==> config.mk <==
export PLATFORM = sky130hd
export DESIGN_NAME = fbdc_step
export DESIGN_NICKNAME = d
export VERILOG_FILES = /design/src/rtl/fbdc_pkg.sv /design/src/rtl/fbdc_step.sv
export SDC_FILE = /design/constraint.sdc
export NUM_CORES = 2
export LEC_CHECK = 0
export BUFFER_PORTS_ARGS = -buffer_cell sky130_fd_sc_hd__buf_2
export CAP_MARGIN = 25
export CORE_MARGIN = 2
export CORE_UTILIZATION = 59
export DETAILED_ROUTE_END_ITERATION = 12
export PLACE_DENSITY_LB_ADDON = 0.08
export REMOVE_ABC_BUFFERS = 1
export SETUP_SLACK_MARGIN = 0.3
export SLEW_MARGIN = 20
export SYNTH_ARGS = -nofsm -noshare
export SYNTH_HDL_FRONTEND = slang
export SYNTH_SLANG_ARGS = --single-unit
==> constraint.sdc <==
create_clock -name vclk -period 64.6
set_clock_uncertainty 0.15 [all_clocks]
set_input_delay 9.69 -clock vclk [all_inputs]
set_output_delay 9.69 -clock vclk [all_outputs]
set_load 0.05 [all_outputs]
==> src/rtl/fbdc_pkg.sv <==
// Package: shared widths, reset values, register indexes and types of the dual CRC block.
package fbdc_pkg;

    localparam int unsigned WORD_W    = 32;
    localparam int unsigned CRC32_W   = 32;
    localparam int unsigned CRC16_W   = 16;
    localparam int unsigned COUNT_W   = 16;
    localparam int unsigned NBITS_W   = 6;
    localparam int unsigned CFG_IDX_W = 1;
    localparam int unsigned CFG_DAT_W = 32;

    localparam logic [CRC32_W-1:0] DIV32_RESET = 32'h04C1_1DB7;
    localparam logic [CRC16_W-1:0] DIV16_RESET = 16'h1021;

    // Configuration register indexes
    localparam logic [CFG_IDX_W-1:0] REG_DIV32 = 1'd0;
    localparam logic [CFG_IDX_W-1:0] REG_DIV16 = 1'd1;

    localparam logic [NBITS_W-1:0] MAX_BITS = 6'd32;

    // One word held in the input register
    typedef struct packed {
        logic [WORD_W-1:0]  data_word;
        logic [NBITS_W-1:0] nbits;      // already clamped to 32
        logic               last_word;
    } item_t;

    // Divider state after one word
    typedef struct packed {
        logic [CRC32_W-1:0] crc32;
        logic [CRC16_W-1:0] crc16;
        logic [COUNT_W-1:0] count;
    } crc_state_t;

endpackage

==> src/rtl/fbdc_step.sv <==
// Step logic: feeds up to 32 bits of one word through both bitwise dividers.
module fbdc_step (
    input  fbdc_pkg::item_t                   item,
    input  fbdc_pkg::crc_state_t              cur,
    input  logic [fbdc_pkg::CRC32_W-1:0]      div32,
    input  logic [fbdc_pkg::CRC16_W-1:0]      div16,
    output fbdc_pkg::crc_state_t              nxt
);

    always_comb begin
        logic [fbdc_pkg::CRC32_W-1:0] r32;
        logic [fbdc_pkg::CRC16_W-1:0] r16;
        logic [fbdc_pkg::WORD_W-1:0]  swapped;
        logic [fbdc_pkg::NBITS_W-1:0] zeros;
        logic                         b32;
        logic                         b16;
        logic                         top32;
        logic                         top16;

        r32     = cur.crc32;
        r16     = cur.crc16;
        // low halfword first, then high halfword
        swapped = {item.data_word[fbdc_pkg::CRC16_W-1:0],
                   item.data_word[fbdc_pkg::WORD_W-1:fbdc_pkg::CRC16_W]};
        zeros   = '0;
        b32     = 1'b0;
        b16     = 1'b0;
        top32   = 1'b0;
        top16   = 1'b0;
        for (int i = 0; i < fbdc_pkg::WORD_W; i++) begin
            if (i < int'(item.nbits)) begin
                b32   = item.data_word[fbdc_pkg::WORD_W-1-i];
                b16   = swapped[fbdc_pkg::WORD_W-1-i];
                top32 = r32[fbdc_pkg::CRC32_W-1];
                top16 = r16[fbdc_pkg::CRC16_W-1];
                r32   = {r32[fbdc_pkg::CRC32_W-2:0], b32}
                        ^ (div32 & {fbdc_pkg::CRC32_W{top32}});
                r16   = {r16[fbdc_pkg::CRC16_W-2:0], b16}
                        ^ (div16 & {fbdc_pkg::CRC16_W{top16}});
                zeros = zeros + {{(fbdc_pkg::NBITS_W-1){1'b0}}, !top16};
            end
        end
        nxt.crc32 = r32;
        nxt.crc16 = r16;
        nxt.count = cur.count + {{(fbdc_pkg::COUNT_W-fbdc_pkg::NBITS_W){1'b0}}, zeros};
    end

endmodule

==> impl_metrics.yaml <==
floorplanning:
  rows: 110
  die_h_um: 304.0
  ios: 215
  initial_core_util: 0.5925
  die_w_um: 304.0
  dieArea_sq_um: 92390
  core_area_sq_um: 89600
synth:
  yosysWarnings: 0
  avgSynthCellArea_sq_um: 6.375
  synth_most_common_cell: "clkbuf_1"
  yosys.area.top_type_share: 0.1038
  synth-seq-area-share: 0
  synth_cell_type_count: 140
  synth_top_cell_by_area: "xnor2_1"
  netlist_top_cells_count: "clkbuf_1, nand2_1, xnor2_1"
  ys_top_cells_by_area: "xnor2_1, clkbuf_1, a21oi_1"
  syn-cell-area_sq_um: 53090
  syn_inst: 8327
hold_path:
  hold_class: "input port to output port"
  hold_start: "cur[15]"
  hold_depth: 3
sta:
  tns_ns: 0
  finalCriticalPeriod_ns: 48.53
  worst_slew_pin_slew_ns: 1.111
  min_period_over_period: 0.7513
  fmax_ghz: 0.02061
  finalHoldViolations: 0
  max_slew_margin: 0.2583
  finalSetupViolations: 0
  slew_violations: 0
  rsz0062_at_grt: "false"
run:
  maxCapViolations: 0
global_routing:
  grt_remaining_overflow: 0
  antenna_found_initial: 12
  grt_max_degree: 88
  grt_util_all_layers: 0.4567
  grt_pass1_wl_um: 349000
  grt_pass1_vias: 60910
clock_tree:
  postCtsSetupBuffers: 0
  holdBufCountCts: 0
  cts_resized: 0
setup_path:
  crit_family: "compound AO/OA/AOI/OAI gates"
  slowest_delay_ns: 0.89
  cp_slowest_cell: "a31oi_1"
  cp-startpoint: "item[4]"
  worstPathMaxFanout: 29
  crit_top_cell: "inv_2"
  path_class: "input port to output port"
  endpoint_kind: "output port"
  startpoint_type: "input port"
  worstPathRequired_ns: 54.76
  path_buf_inv: 13
  cp.depth: 78
  cp_data_arrival_time_ns: 38.69
final_layout:
  seq_area_sq_um: 0
  num-clock-buffers: 0
  seq_cells: 0
  drive_gt1_frac: 0.1011
  fin_nets: 8053
  fill_cells: 8847
  synthToLayoutAreaGrowth_pct: 2.234
route:
  drt-met1-wl_um: 90360
  met2_length_um: 89560
  first_iter_violations: 9639
  ant_nets: 0
  drt_pre_antenna_iters: 8
  via_per_inst: 7.608
  routedWlPerCell_um: 25.03
  met3_length_um: 30520
  drc_errors: 0
  dr.max_layer_used: "met5"
  finalWirelength_um: 225600
  via_count: 68590
placement:
  gp_congestion: 1.017
  dp_hpwl_um: 169700
  io_buffers: 214
run_status:
  outcome: "complete, no violations"
final timing paths:
check / to / slack, ns
worst max-delay path: nxt[11] / 16.07
worst min-delay path: nxt[15] / 19.58
metrics by stage:
step           std cells  utilization  hold slack, ns  instance area [sq um]  setup WS [ns]
6_report            9016       0.6058           19.58                  54270          16.07
5_1_grt             9013       0.6057           19.61                  54270          14.54
4_1_cts             9008       0.6051           19.58                  54220          17.36
3_5_place_dp        9008       0.6051           19.58                  54220          17.45
3_3_place_gp        9006       0.6046           19.58                  54170          18.00
2_1_floorplan       7381            -           19.50                  49380          13.29
cell usage in the layout (no fill, tap or decap), types with 65 or more instances in the layout:
cell type	n
a211o_1	140
nand2_1	688
inv_1	84
and3_1	125
or3_1	88
xor2_1	227
nor4_1	110
mux2i_1	210
o211ai_1	206
o31ai_1	100
ha_1	65
a211oi_1	173
xnor2_1	629
and4_1	72
a21oi_1	535
nand4_1	202
o21ai_0	473
and2_1	103
nand3_1	376
a21o_1	97
buf_4	238
nor2_1	574
nor3_1	267
buf_2	212
o2111ai_1	142
a31oi_1	208
o211a_1	65
a2111oi_0	73
worst min-delay path: stages:
cell    delay [ns]
buf_2         0.08
xor2_1        0.06
buf_2         0.21
metal layers:
layer  up-vias  GRT usage
met1     31860     0.6250
li1      31180          -
met5         -          0
met4        10     0.2677
met2      4794     0.6560
met3       756    0.09402
kinds of logic (layout without fill, tap and decap cells):
| family | count (synthesis) | after routing | share of synthesized area |
|---|---|---|---|
| AOI/OAI and AO/OA | 3166 | 3166 | 0.4334 |
| and+or+nand+nor | 2913 | 2913 | 0.2787 |
| buffers and inverters | 1059 | 566 | 0.07794 |
| xor gates and xnor gates | 863 | 863 | 0.1440 |
| muxes | 252 | 252 | 0.04876 |
| adders and majority gates | 74 | 74 | 0.01720 |
| other | 0 | 6 | 0 |
layout make-up:
class | count | area [sq um] | share of cell area
inverter | 113 | 426.7 | 0.007861
timing repair buffer | 453 | 2905 | 0.05353
antenna | 6 | 15.01 | 0.0002766
tap | 1176 | 1471 | 0.02711
multi-input combinational | 7268 | 49460 | 0.9112
Power is left out: the tool's default activity adds up to more than one toggle a clock period on the data nets, which glitch-free logic cannot reach.
