==> src/rtl/fbdc_pkg.sv <==
// Package: shared widths, reset values, register indexes and types of the dual CRC block.
package fbdc_pkg;

    localparam int unsigned WORD_W    = 32;
    localparam int unsigned CRC32_W   = 32;
    localparam int unsigned CRC16_W   = 16;
    localparam int unsigned COUNT_W   = 16;
    localparam int unsigned NBITS_W   = 6;
    localparam int unsigned CFG_IDX_W = 1;
    localparam int unsigned CFG_DAT_W = 32;

    localparam logic [CRC32_W-1:0] DIV32_RESET = 32'h04C1_1DB7;
    localparam logic [CRC16_W-1:0] DIV16_RESET = 16'h1021;

    // Configuration register indexes
    localparam logic [CFG_IDX_W-1:0] REG_DIV32 = 1'd0;
    localparam logic [CFG_IDX_W-1:0] REG_DIV16 = 1'd1;

    localparam logic [NBITS_W-1:0] MAX_BITS = 6'd32;

    // One word held in the input register
    typedef struct packed {
        logic [WORD_W-1:0]  data_word;
        logic [NBITS_W-1:0] nbits;      // already clamped to 32
        logic               last_word;
    } item_t;

    // Divider state after one word
    typedef struct packed {
        logic [CRC32_W-1:0] crc32;
        logic [CRC16_W-1:0] crc16;
        logic [COUNT_W-1:0] count;
    } crc_state_t;

endpackage

==> src/rtl/fbdc_out_stage.sv <==
// Output register: holds one result transaction until the receiver takes it.
module fbdc_out_stage (
    input  logic                              aclk,
    input  logic                              aresetn,
    input  logic                              load,
    input  fbdc_pkg::crc_state_t              res,
    output logic                              out_free,
    output logic                              m_valid,
    input  logic                              m_ready,
    output logic [fbdc_pkg::CRC32_W-1:0]      m_crc32_result,
    output logic [fbdc_pkg::CRC16_W-1:0]      m_crc16_result,
    output logic [fbdc_pkg::COUNT_W-1:0]      m_unreduced_steps
);

    logic                 valid_reg;
    logic                 valid_next;
    fbdc_pkg::crc_state_t res_reg;
    fbdc_pkg::crc_state_t res_next;

    assign out_free = !valid_reg || m_ready;

    always_comb begin
        valid_next = valid_reg;
        res_next   = res_reg;
        if (load) begin
            valid_next = 1'b1;
            res_next   = res;
        end else if (m_ready) begin
            valid_next = 1'b0;
        end
    end

    always_ff @(posedge aclk) begin
        if (!aresetn) begin
            valid_reg <= 1'b0;
        end else begin
            valid_reg <= valid_next;
        end
    end

    always_ff @(posedge aclk) begin
        res_reg <= res_next;
    end

    assign m_valid           = valid_reg;
    assign m_crc32_result    = res_reg.crc32;
    assign m_crc16_result    = res_reg.crc16;
    assign m_unreduced_steps = res_reg.count;

endmodule

==> config.mk <==
export PLATFORM = sky130hd
export DESIGN_NAME = fbdc_out_stage
export DESIGN_NICKNAME = d
export VERILOG_FILES = /design/src/rtl/fbdc_pkg.sv /design/src/rtl/fbdc_out_stage.sv
export SDC_FILE = /design/constraint.sdc
export NUM_CORES = 1
export LEC_CHECK = 0
export BUFFER_PORTS_ARGS = -buffer_cell sky130_fd_sc_hd__clkbuf_2
export CAP_MARGIN = 20
export CORE_UTILIZATION = 43
export CTS_BUF_LIST = sky130_fd_sc_hd__clkbuf_8 sky130_fd_sc_hd__clkbuf_16
export CTS_CLUSTER_DIAMETER = 150
export DETAILED_ROUTE_END_ITERATION = 16
export GPL_TIMING_DRIVEN = 0
export PLACE_DENSITY = 0.91
export SLEW_MARGIN = 20
export SYNTH_ARGS = -nofsm -noshare
export SYNTH_HDL_FRONTEND = slang
export SYNTH_SLANG_ARGS = --single-unit
==> constraint.sdc <==
create_clock -name aclk -period 1.8 [get_ports aclk]
set_input_delay 0.27 -clock aclk [delete_from_list [all_inputs] [get_ports aclk]]
set_output_delay 0.27 -clock aclk [all_outputs]
set_load 0.01 [all_outputs]
==> results_dict.tcl <==
set metrics [dict create \
    dieArea_um2 4860 \
    grt_remaining_overflow 0 \
    rsz0062_at_grt "false" \
    tightest_slew_ns 0.847 \
    drc 0 \
    min_to "m_crc32_result[30]" \
    startpoint_type "flop" \
    wl_mm 4.03 \
    dp_slack_ns 0.446 \
    fin_skew_ns 0 \
    clock_path_buffers 2 \
    yosysWarnings 0 \
    min_from "res[62]" \
    crit_slowest_cell "dfxtp_1" \
    core_um2 4380 \
    synth.distinct_cells 5 \
    worstHoldPathCells 1 \
    path_clk_slew_ns 0.07 \
    vias 1187 \
    critical_path.top_delay_family "flip-flops" \
    port_buffers 133 \
    path_cells "nand2b_4 > clkbuf_2" \
    worst_slack_ns 0.606 \
    clock_latency_ns 0.33 \
    p_leak_nw 1.29 \
    cap_violations 0 \
    p_per_area_nw_per_um2 1130 \
    crit_type "flop to primary output" \
    crit_buf_inv 1 \
    ys_ff_latch 65 \
    htreeDepth 3 \
    cts.hold.buffers_added 0 \
    cts_tree "built" \
    hp-class "primary input to flop" \
    grt_pass1_wl_mm 6.11 \
    routabilityCongestion 0.744 \
    cts_buffers 9 \
    endpoint_kind "primary output" \
    antenna_found_initial 0 \
    reg2reg_depth 2 \
    reg2reg_to "m_valid" \
    crit_arrival_ns 0.92 \
    worstPathRequired_ns 1.53 \
    ys_seq_area_share_pct 98.5 \
    drive_gt1_share_pct 68.2 \
    dp_hpwl_mm 2.94 \
    fin_nets 280 \
    area_growth_pct 46.7 \
    grt_start_max_net_pins 66 \
    relSlewSlack_pct 43.5 \
    met1Wirelength_mm 1.43 \
    r2r_slack_ns 1.15 \
    hold_violations 0 \
    num_io_pins 134 \
    cts_setup_buffers 0 \
    fmax_ghz 0.837 \
    vias_per_cell 4.41 \
    antenna_left 0 \
    r2r_start "m_valid" \
    status "finished, final reports clean" \
    fp.dieH_um 69.7 \
    grt_pass1_vias 1285 \
    grt_use_total_pct 17.8 \
    wl_met3_um 537 \
    first_pass_iters 4 \
    synth_area_um2 1970 \
    setup_tns_ns 0 \
    start_util_pct 44.9 \
    synth.avg_cell_area_um2 29.0 \
    slew_viol_final 0 \
    setup_violations 0 \
    critical_path.startpoint "m_valid" \
    peakVddDrop_v 0.000715 \
    dr.max_layer_used "met4" \
    cts.sinks 65 \
    fin_crit_ns 1.19 \
    cts_root_buf "clkbuf_8" \
    drt-initial-drc-count 99 \
    dr_wl_met2_mm 2.02 \
    die_w_um 69.7 \
    cts-resized-gates 0 \
    cpPeakStageDelay_ns 0.39 \
    path_max_fanout 2 \
    postSynthCellCount 68 \
    diodes 0 \
    wl_per_cell_um 15.0 \
    fp-row-count 24 \
    synth_nets 136 \
    period_share_pct 66.3 \
]
-- logic make-up after synthesis --
kind of cell,count (synthesis),share of synthesized area (%)
buffers and inverters,1,0.190
and+or+nand+nor,1,0.698
AOI/OAI and AO/OA,1,0.571
DFF,65,98.5
-- flip-flops by register name, summed over array words and instances (netlist names) --
| register | flops |
|---|---|
| m_crc32_result | 32 |
| m_crc16_result | 16 |
| m_unreduced_steps | 16 |
| m_valid | 1 |
-- per-layer routing --
metal  global-route usage (%)  up-vias
met1                     16.8      538
met4                     11.3        0
met2                     29.2       82
met5                        0        -
met3                     10.3        5
li1                         -      562
-- through the flow --
| step | cells | instance area (um^2) | power, mW | utilization [%] | hold WS, ns |
|---|---|---|---|---|---|
| 2_1_floorplan | 68 | 1970 | 1.93 | - | 0.369 |
| 3_5_place_dp | 253 | 2700 | 2.14 | 61.7 | 0.449 |
| 6_report | 269 | 2890 | 3.26 | 66.0 | 0.109 |
| 5_1_grt | 269 | 2890 | 3.38 | 66.0 | 0.0914 |
| 3_3_place_gp | 253 | 2700 | 2.13 | 61.6 | 0.447 |
| 4_1_cts | 269 | 2890 | 3.29 | 66.0 | 0.0945 |
-- power breakdown --
group	internal (mW)	switching, mW	total (mW)
logic	0.127	0.152	0.279
clock network	0.624	0.527	1.15
registers	1.80	0.0319	1.83
total	2.55	0.711	3.26
-- layout make-up --
type / instances / area [um^2]
clock inverters: 7 / 63.8
well taps: 52 / 65.1
fillers: 289 / 1490
multi-input cells: 2 / 25.0
repair buffers: 133 / 668
clock buffers: 9 / 124
inverters: 1 / 3.75
flip-flops and latches: 65 / 1940
-- synthesized netlist by cell type, drive strengths merged --
| cell type | count | area share (%) |
|---|---|---|
| a21boi | 1 | 0.57 |
| dfxtp | 1 | 1.0 |
| edfxtp | 64 | 98 |
| inv | 1 | 0.19 |
| nand2b | 1 | 0.70 |
-- cell usage in the layout, fill, tap and decap left out --
| cell | n |
|---|---|
| a21boi_2 | 1 |
| bufinv_16 | 1 |
| clkbuf_2 | 132 |
| clkbuf_4 | 1 |
| clkbuf_8 | 9 |
| clkinv_1 | 1 |
| clkinvlp_4 | 3 |
| dfxtp_1 | 1 |
| edfxtp_1 | 64 |
| inv_1 | 3 |
| nand2b_4 | 1 |
-- worst max path at each step --
stage / to / slack [ns] / cells after the start
detailed placement: m_unreduced_steps[12] / 0.45 / 1
global placement: m_unreduced_steps[14] / 0.04 / 1
floorplan: out_free / 1.05 / 1
finish: out_free / 0.61 / 2
global route: out_free / 0.57 / 2
CTS: out_free / 0.58 / 2
No activity file was read; power rests on OpenSTA's default activity.
