<file path="src/rtl/fbdc_pkg.sv">
// Package: shared widths, reset values, register indexes and types of the dual CRC block.
package fbdc_pkg;

    localparam int unsigned WORD_W    = 32;
    localparam int unsigned CRC32_W   = 32;
    localparam int unsigned CRC16_W   = 16;
    localparam int unsigned COUNT_W   = 16;
    localparam int unsigned NBITS_W   = 6;
    localparam int unsigned CFG_IDX_W = 1;
    localparam int unsigned CFG_DAT_W = 32;

    localparam logic [CRC32_W-1:0] DIV32_RESET = 32'h04C1_1DB7;
    localparam logic [CRC16_W-1:0] DIV16_RESET = 16'h1021;

    // Configuration register indexes
    localparam logic [CFG_IDX_W-1:0] REG_DIV32 = 1'd0;
    localparam logic [CFG_IDX_W-1:0] REG_DIV16 = 1'd1;

    localparam logic [NBITS_W-1:0] MAX_BITS = 6'd32;

    // One word held in the input register
    typedef struct packed {
        logic [WORD_W-1:0]  data_word;
        logic [NBITS_W-1:0] nbits;      // already clamped to 32
        logic               last_word;
    } item_t;

    // Divider state after one word
    typedef struct packed {
        logic [CRC32_W-1:0] crc32;
        logic [CRC16_W-1:0] crc16;
        logic [COUNT_W-1:0] count;
    } crc_state_t;

endpackage

</file>
<file path="src/rtl/fbdc_in_stage.sv">
// Input register: accepts one word transaction and holds it until the step logic advances.
module fbdc_in_stage (
    input  logic                              aclk,
    input  logic                              aresetn,
    input  logic                              s_valid,
    output logic                              s_ready,
    input  logic [fbdc_pkg::WORD_W-1:0]       s_data_word,
    input  logic [fbdc_pkg::NBITS_W-1:0]      s_bits_valid,
    input  logic                              s_last_word,
    input  logic                              advance,
    output logic                              item_valid,
    output fbdc_pkg::item_t                   item
);

    logic            valid_reg;
    logic            valid_next;
    fbdc_pkg::item_t item_reg;
    fbdc_pkg::item_t item_next;
    logic            take;

    assign s_ready = !valid_reg || advance;
    assign take    = s_valid && s_ready;

    always_comb begin
        item_next = item_reg;
        if (take) begin
            item_next.data_word = s_data_word;
            // clamp counts above a full word
            item_next.nbits     = (s_bits_valid > fbdc_pkg::MAX_BITS) ?
                                  fbdc_pkg::MAX_BITS : s_bits_valid;
            item_next.last_word = s_last_word;
        end
    end

    always_comb begin
        valid_next = valid_reg;
        if (take) begin
            valid_next = 1'b1;
        end else if (advance) begin
            valid_next = 1'b0;
        end
    end

    always_ff @(posedge aclk) begin
        if (!aresetn) begin
            valid_reg <= 1'b0;
        end else begin
            valid_reg <= valid_next;
        end
    end

    always_ff @(posedge aclk) begin
        item_reg <= item_next;
    end

    assign item_valid = valid_reg;
    assign item       = item_reg;

endmodule

</file>
<file path="config.mk">
export PLATFORM = sky130hd
export DESIGN_NAME = fbdc_in_stage
export DESIGN_NICKNAME = d
export VERILOG_FILES = /design/src/rtl/fbdc_pkg.sv /design/src/rtl/fbdc_in_stage.sv
export SDC_FILE = /design/constraint.sdc
export NUM_CORES = 1
export LEC_CHECK = 0
export ABC_AREA = 0
export ABC_CLOCK_PERIOD_IN_PS = 1400
export BUFFER_PORTS_ARGS = -buffer_cell sky130_fd_sc_hd__clkbuf_2
export CORE_MARGIN = 5
export CORE_UTILIZATION = 40
export DETAILED_ROUTE_END_ITERATION = 16
export HOLD_SLACK_MARGIN = 0.03
export PLACE_DENSITY = 0.77
export SLEW_MARGIN = 5
export SYNTH_ARGS = -nofsm -noshare
export SYNTH_HDL_FRONTEND = slang
export SYNTH_SLANG_ARGS = --single-unit
</file>
<file path="constraint.sdc">
create_clock -name aclk -period 1.4 [get_ports aclk]
set_input_delay 0.14 -clock aclk [delete_from_list [all_inputs] [get_ports aclk]]
set_output_delay 0.14 -clock aclk [all_outputs]
set_load 0.02 [all_outputs]
</file>
==> results.py <==
metrics = {
    "layout": {
        "multi_input_area_um2": 65.1,
        "largest_reg_flops": 39,
        "design.final.nets": 218,
        "num-fill-cells": 224,
        "diodes": 0,
        "final_cell_mix": "83 x clkbuf_2, 39 x edfxtp_1, 35 x dlygate4sd3_1",
        "drive_above_1_share_pct": 53.4,
        "syn2layout_area_growth_pct": 72.3,
        "register_area_um2": 1190,
        "mostFrequentLayoutCell": "clkbuf_2",
    },
    "critical_path": {
        "critPathMaxFanout": 1,
        "critPathCaptureType": "flip-flop",
        "cp.required_ns": 1.63,
        "ff2ff_setup_slack_ns": 0.23,
        "slowest_delay_ns": 0.54,
        "worstSetupPathType": "in2reg",
        "cp-start-kind": "primary input",
        "cpMaxStageDelayCell": "dlygate4sd3_1",
        "critical-path-top-delay-family": "buffers and inverters",
        "worst-path-buf-inv": 3,
        "cp_cell_sequence": "dlygate4sd3_1 -> clkbuf_2 -> a21boi_2 -> dlygate4sd3_1",
        "crit_arrival_ns": 1.45,
        "cpMostUsedCell": "dlygate4sd3_1",
    },
    "timing": {
        "max-slew-margin-rel_pct": 86.4,
        "fmax_mhz": 819,
        "timing.final.crit_share_pct": 87.2,
        "whs_ns": 0.0582,
        "timing.final.max_slew_violations": 0,
        "worst_pin_slew_ns": 0.205,
        "hold_violations": 0,
        "rsz0062_at_grt": "false",
        "report.final.setup_viol": 0,
        "tns_ns": 0,
        "min_period_ns": 1.22,
        "fin_skew_ns": 0.00858,
    },
    "placement": {
        "gp_congestion": 0.679,
        "portBuffers": 83,
    },
    "clocking": {
        "cts_sinks": 40,
        "ctsHoldBuffers": 35,
        "cts.clk_slew.worst_paths_ns": 0.10,
        "htreeDepth": 2,
        "cts_made_buffers": 5,
        "cts_root_buf": "clkbuf_4",
        "cts_max_path_buffers": 2,
        "insertion_delay_ns": 0.34,
        "cts_resized": 0,
        "post-cts-setup-buffers": 0,
        "cts_tree": "built",
    },
    "power": {
        "peakVddDrop_mv": 0.747,
        "p_leak_nw": 0.963,
        "powerDensity_nw_per_um2": 1130,
    },
    "hold_path": {
        "min_path_type": "in2reg",
    },
    "die": {
        "die_x_um": 66.2,
        "initial_utilization_pct": 41.4,
        "die-area_um2": 4380,
        "ioPinCount": 84,
        "core_um2": 3050,
        "die_h_um": 66.2,
        "rows": 20,
    },
    "yosys": {
        "ys_seq_area_share_pct": 94.3,
        "netlist_top_cells_area": "edfxtp_1 93%, nor2b_1 2.5%, dfxtp_1 1.6%, nand2b_4 1.1%, a21boi_2 0.89%",
        "netlist_instances": 50,
        "ys_types": 8,
        "yosysWarnings": 0,
        "yosysTopAreaCellShare_pct": 92.7,
        "synth_nets": 93,
        "avgSynthCellArea_um2": 25.3,
        "synth_area_um2": 1260,
        "yosysTopAreaCell": "edfxtp_1",
        "ys_ff_latch": 40,
    },
    "route": {
        "wl_per_cell_um": 13.2,
        "drc": 0,
        "first_pass_iters": 2,
        "final_antenna_net_count": 0,
        "via_per_inst": 4.23,
        "num_vias": 930,
        "finalWirelength_um": 2890,
        "drt_iter0_drc": 18,
    },
    "grt": {
        "grt_usage_pct": 13.5,
        "antenna_found_initial": 0,
        "grt_pass1_wl_um": 4220,
        "overflow": 0,
        "grt_pass1_vias": 990,
        "grt_max_degree": 40,
    },
    "status": {
        "status": "completed",
    },
    "flow_run": {
        "max_cap_viol_count": 0,
    },
}
==> final timing paths <==
| check | cells past startpoint | endpoint | startpoint |
|---|---|---|---|
| worst max-delay path | 4 | item_valid | aresetn |
| worst min-delay path | 1 | item[6] | s_bits_valid[5] |
| worst max register to register | 3 | item_valid | item_valid |
| worst min register to register | 3 | item[37] | item_valid |
==> routing by layer <==
metal	global-route usage (%)	vias up	part of all wire [%]	wire, µm
li1	-	440	-	-
met1	12.4	427	35	1010
met2	25.5	56	53	1530
met3	5.78	7	10	290
met4	5.58	0	2.3	67
met5	0	-	0	0
==> layout make-up <==
type / count / area share [%]
Clock buffer: 6 / 1.90
Tap cell: 44 / 2.53
Inverter: 1 / 0.172
Sequential cell: 40 / 54.7
Clock inverter: 2 / 1.61
Multi-Input combinational cell: 8 / 2.99
Timing Repair Buffer: 119 / 36.1
==> through the flow <==
step           instance area, µm²  power (W)  utilization, %  setup WS [ns]  cells
4_1_cts                      2180    0.00250            71.3          0.201    220
5_1_grt                      2180    0.00257            71.3          0.171    220
3_3_place_gp                 1750    0.00170            57.3          0.337    177
2_1_floorplan                1260    0.00157               -          0.128     50
3_5_place_dp                 1750    0.00171            57.3          0.297    177
6_report                     2180    0.00247            71.3          0.179    220
==> kinds of logic after synthesis <==
| kind of cell | synth area share, % |
|---|---|
| AO/OA/AOI/OAI | 0.891 |
| flip-flops | 94.3 |
| buffers and inverters | 0.593 |
| AND/OR/NAND/NOR | 4.26 |
==> worst register-to-register path: stages, from the launching register on <==
cell and delay, ns:
dfxtp_1 0.39, nand2b_4 0.08, a21boi_2 0.12, dlygate4sd3_1 0.54
==> Yosys cell counts, drive strengths merged <==
cell type / number
and2: 1
edfxtp: 39
inv: 1
nor2b: 5
nand2b: 1
dfxtp: 1
a21boi: 1
clkbuf: 1
==> report_power, final <==
part | switching, W | leakage [nW] | internal [W]
combinational | 0.000176 | 0.533 | 0.000165
sequential | 0.0000192 | 0.387 | 0.00140
clock | 0.000340 | 0.0422 | 0.000374
total | 0.000535 | 0.963 | 0.00194
Note: power is estimated with default switching activity, not from simulation.
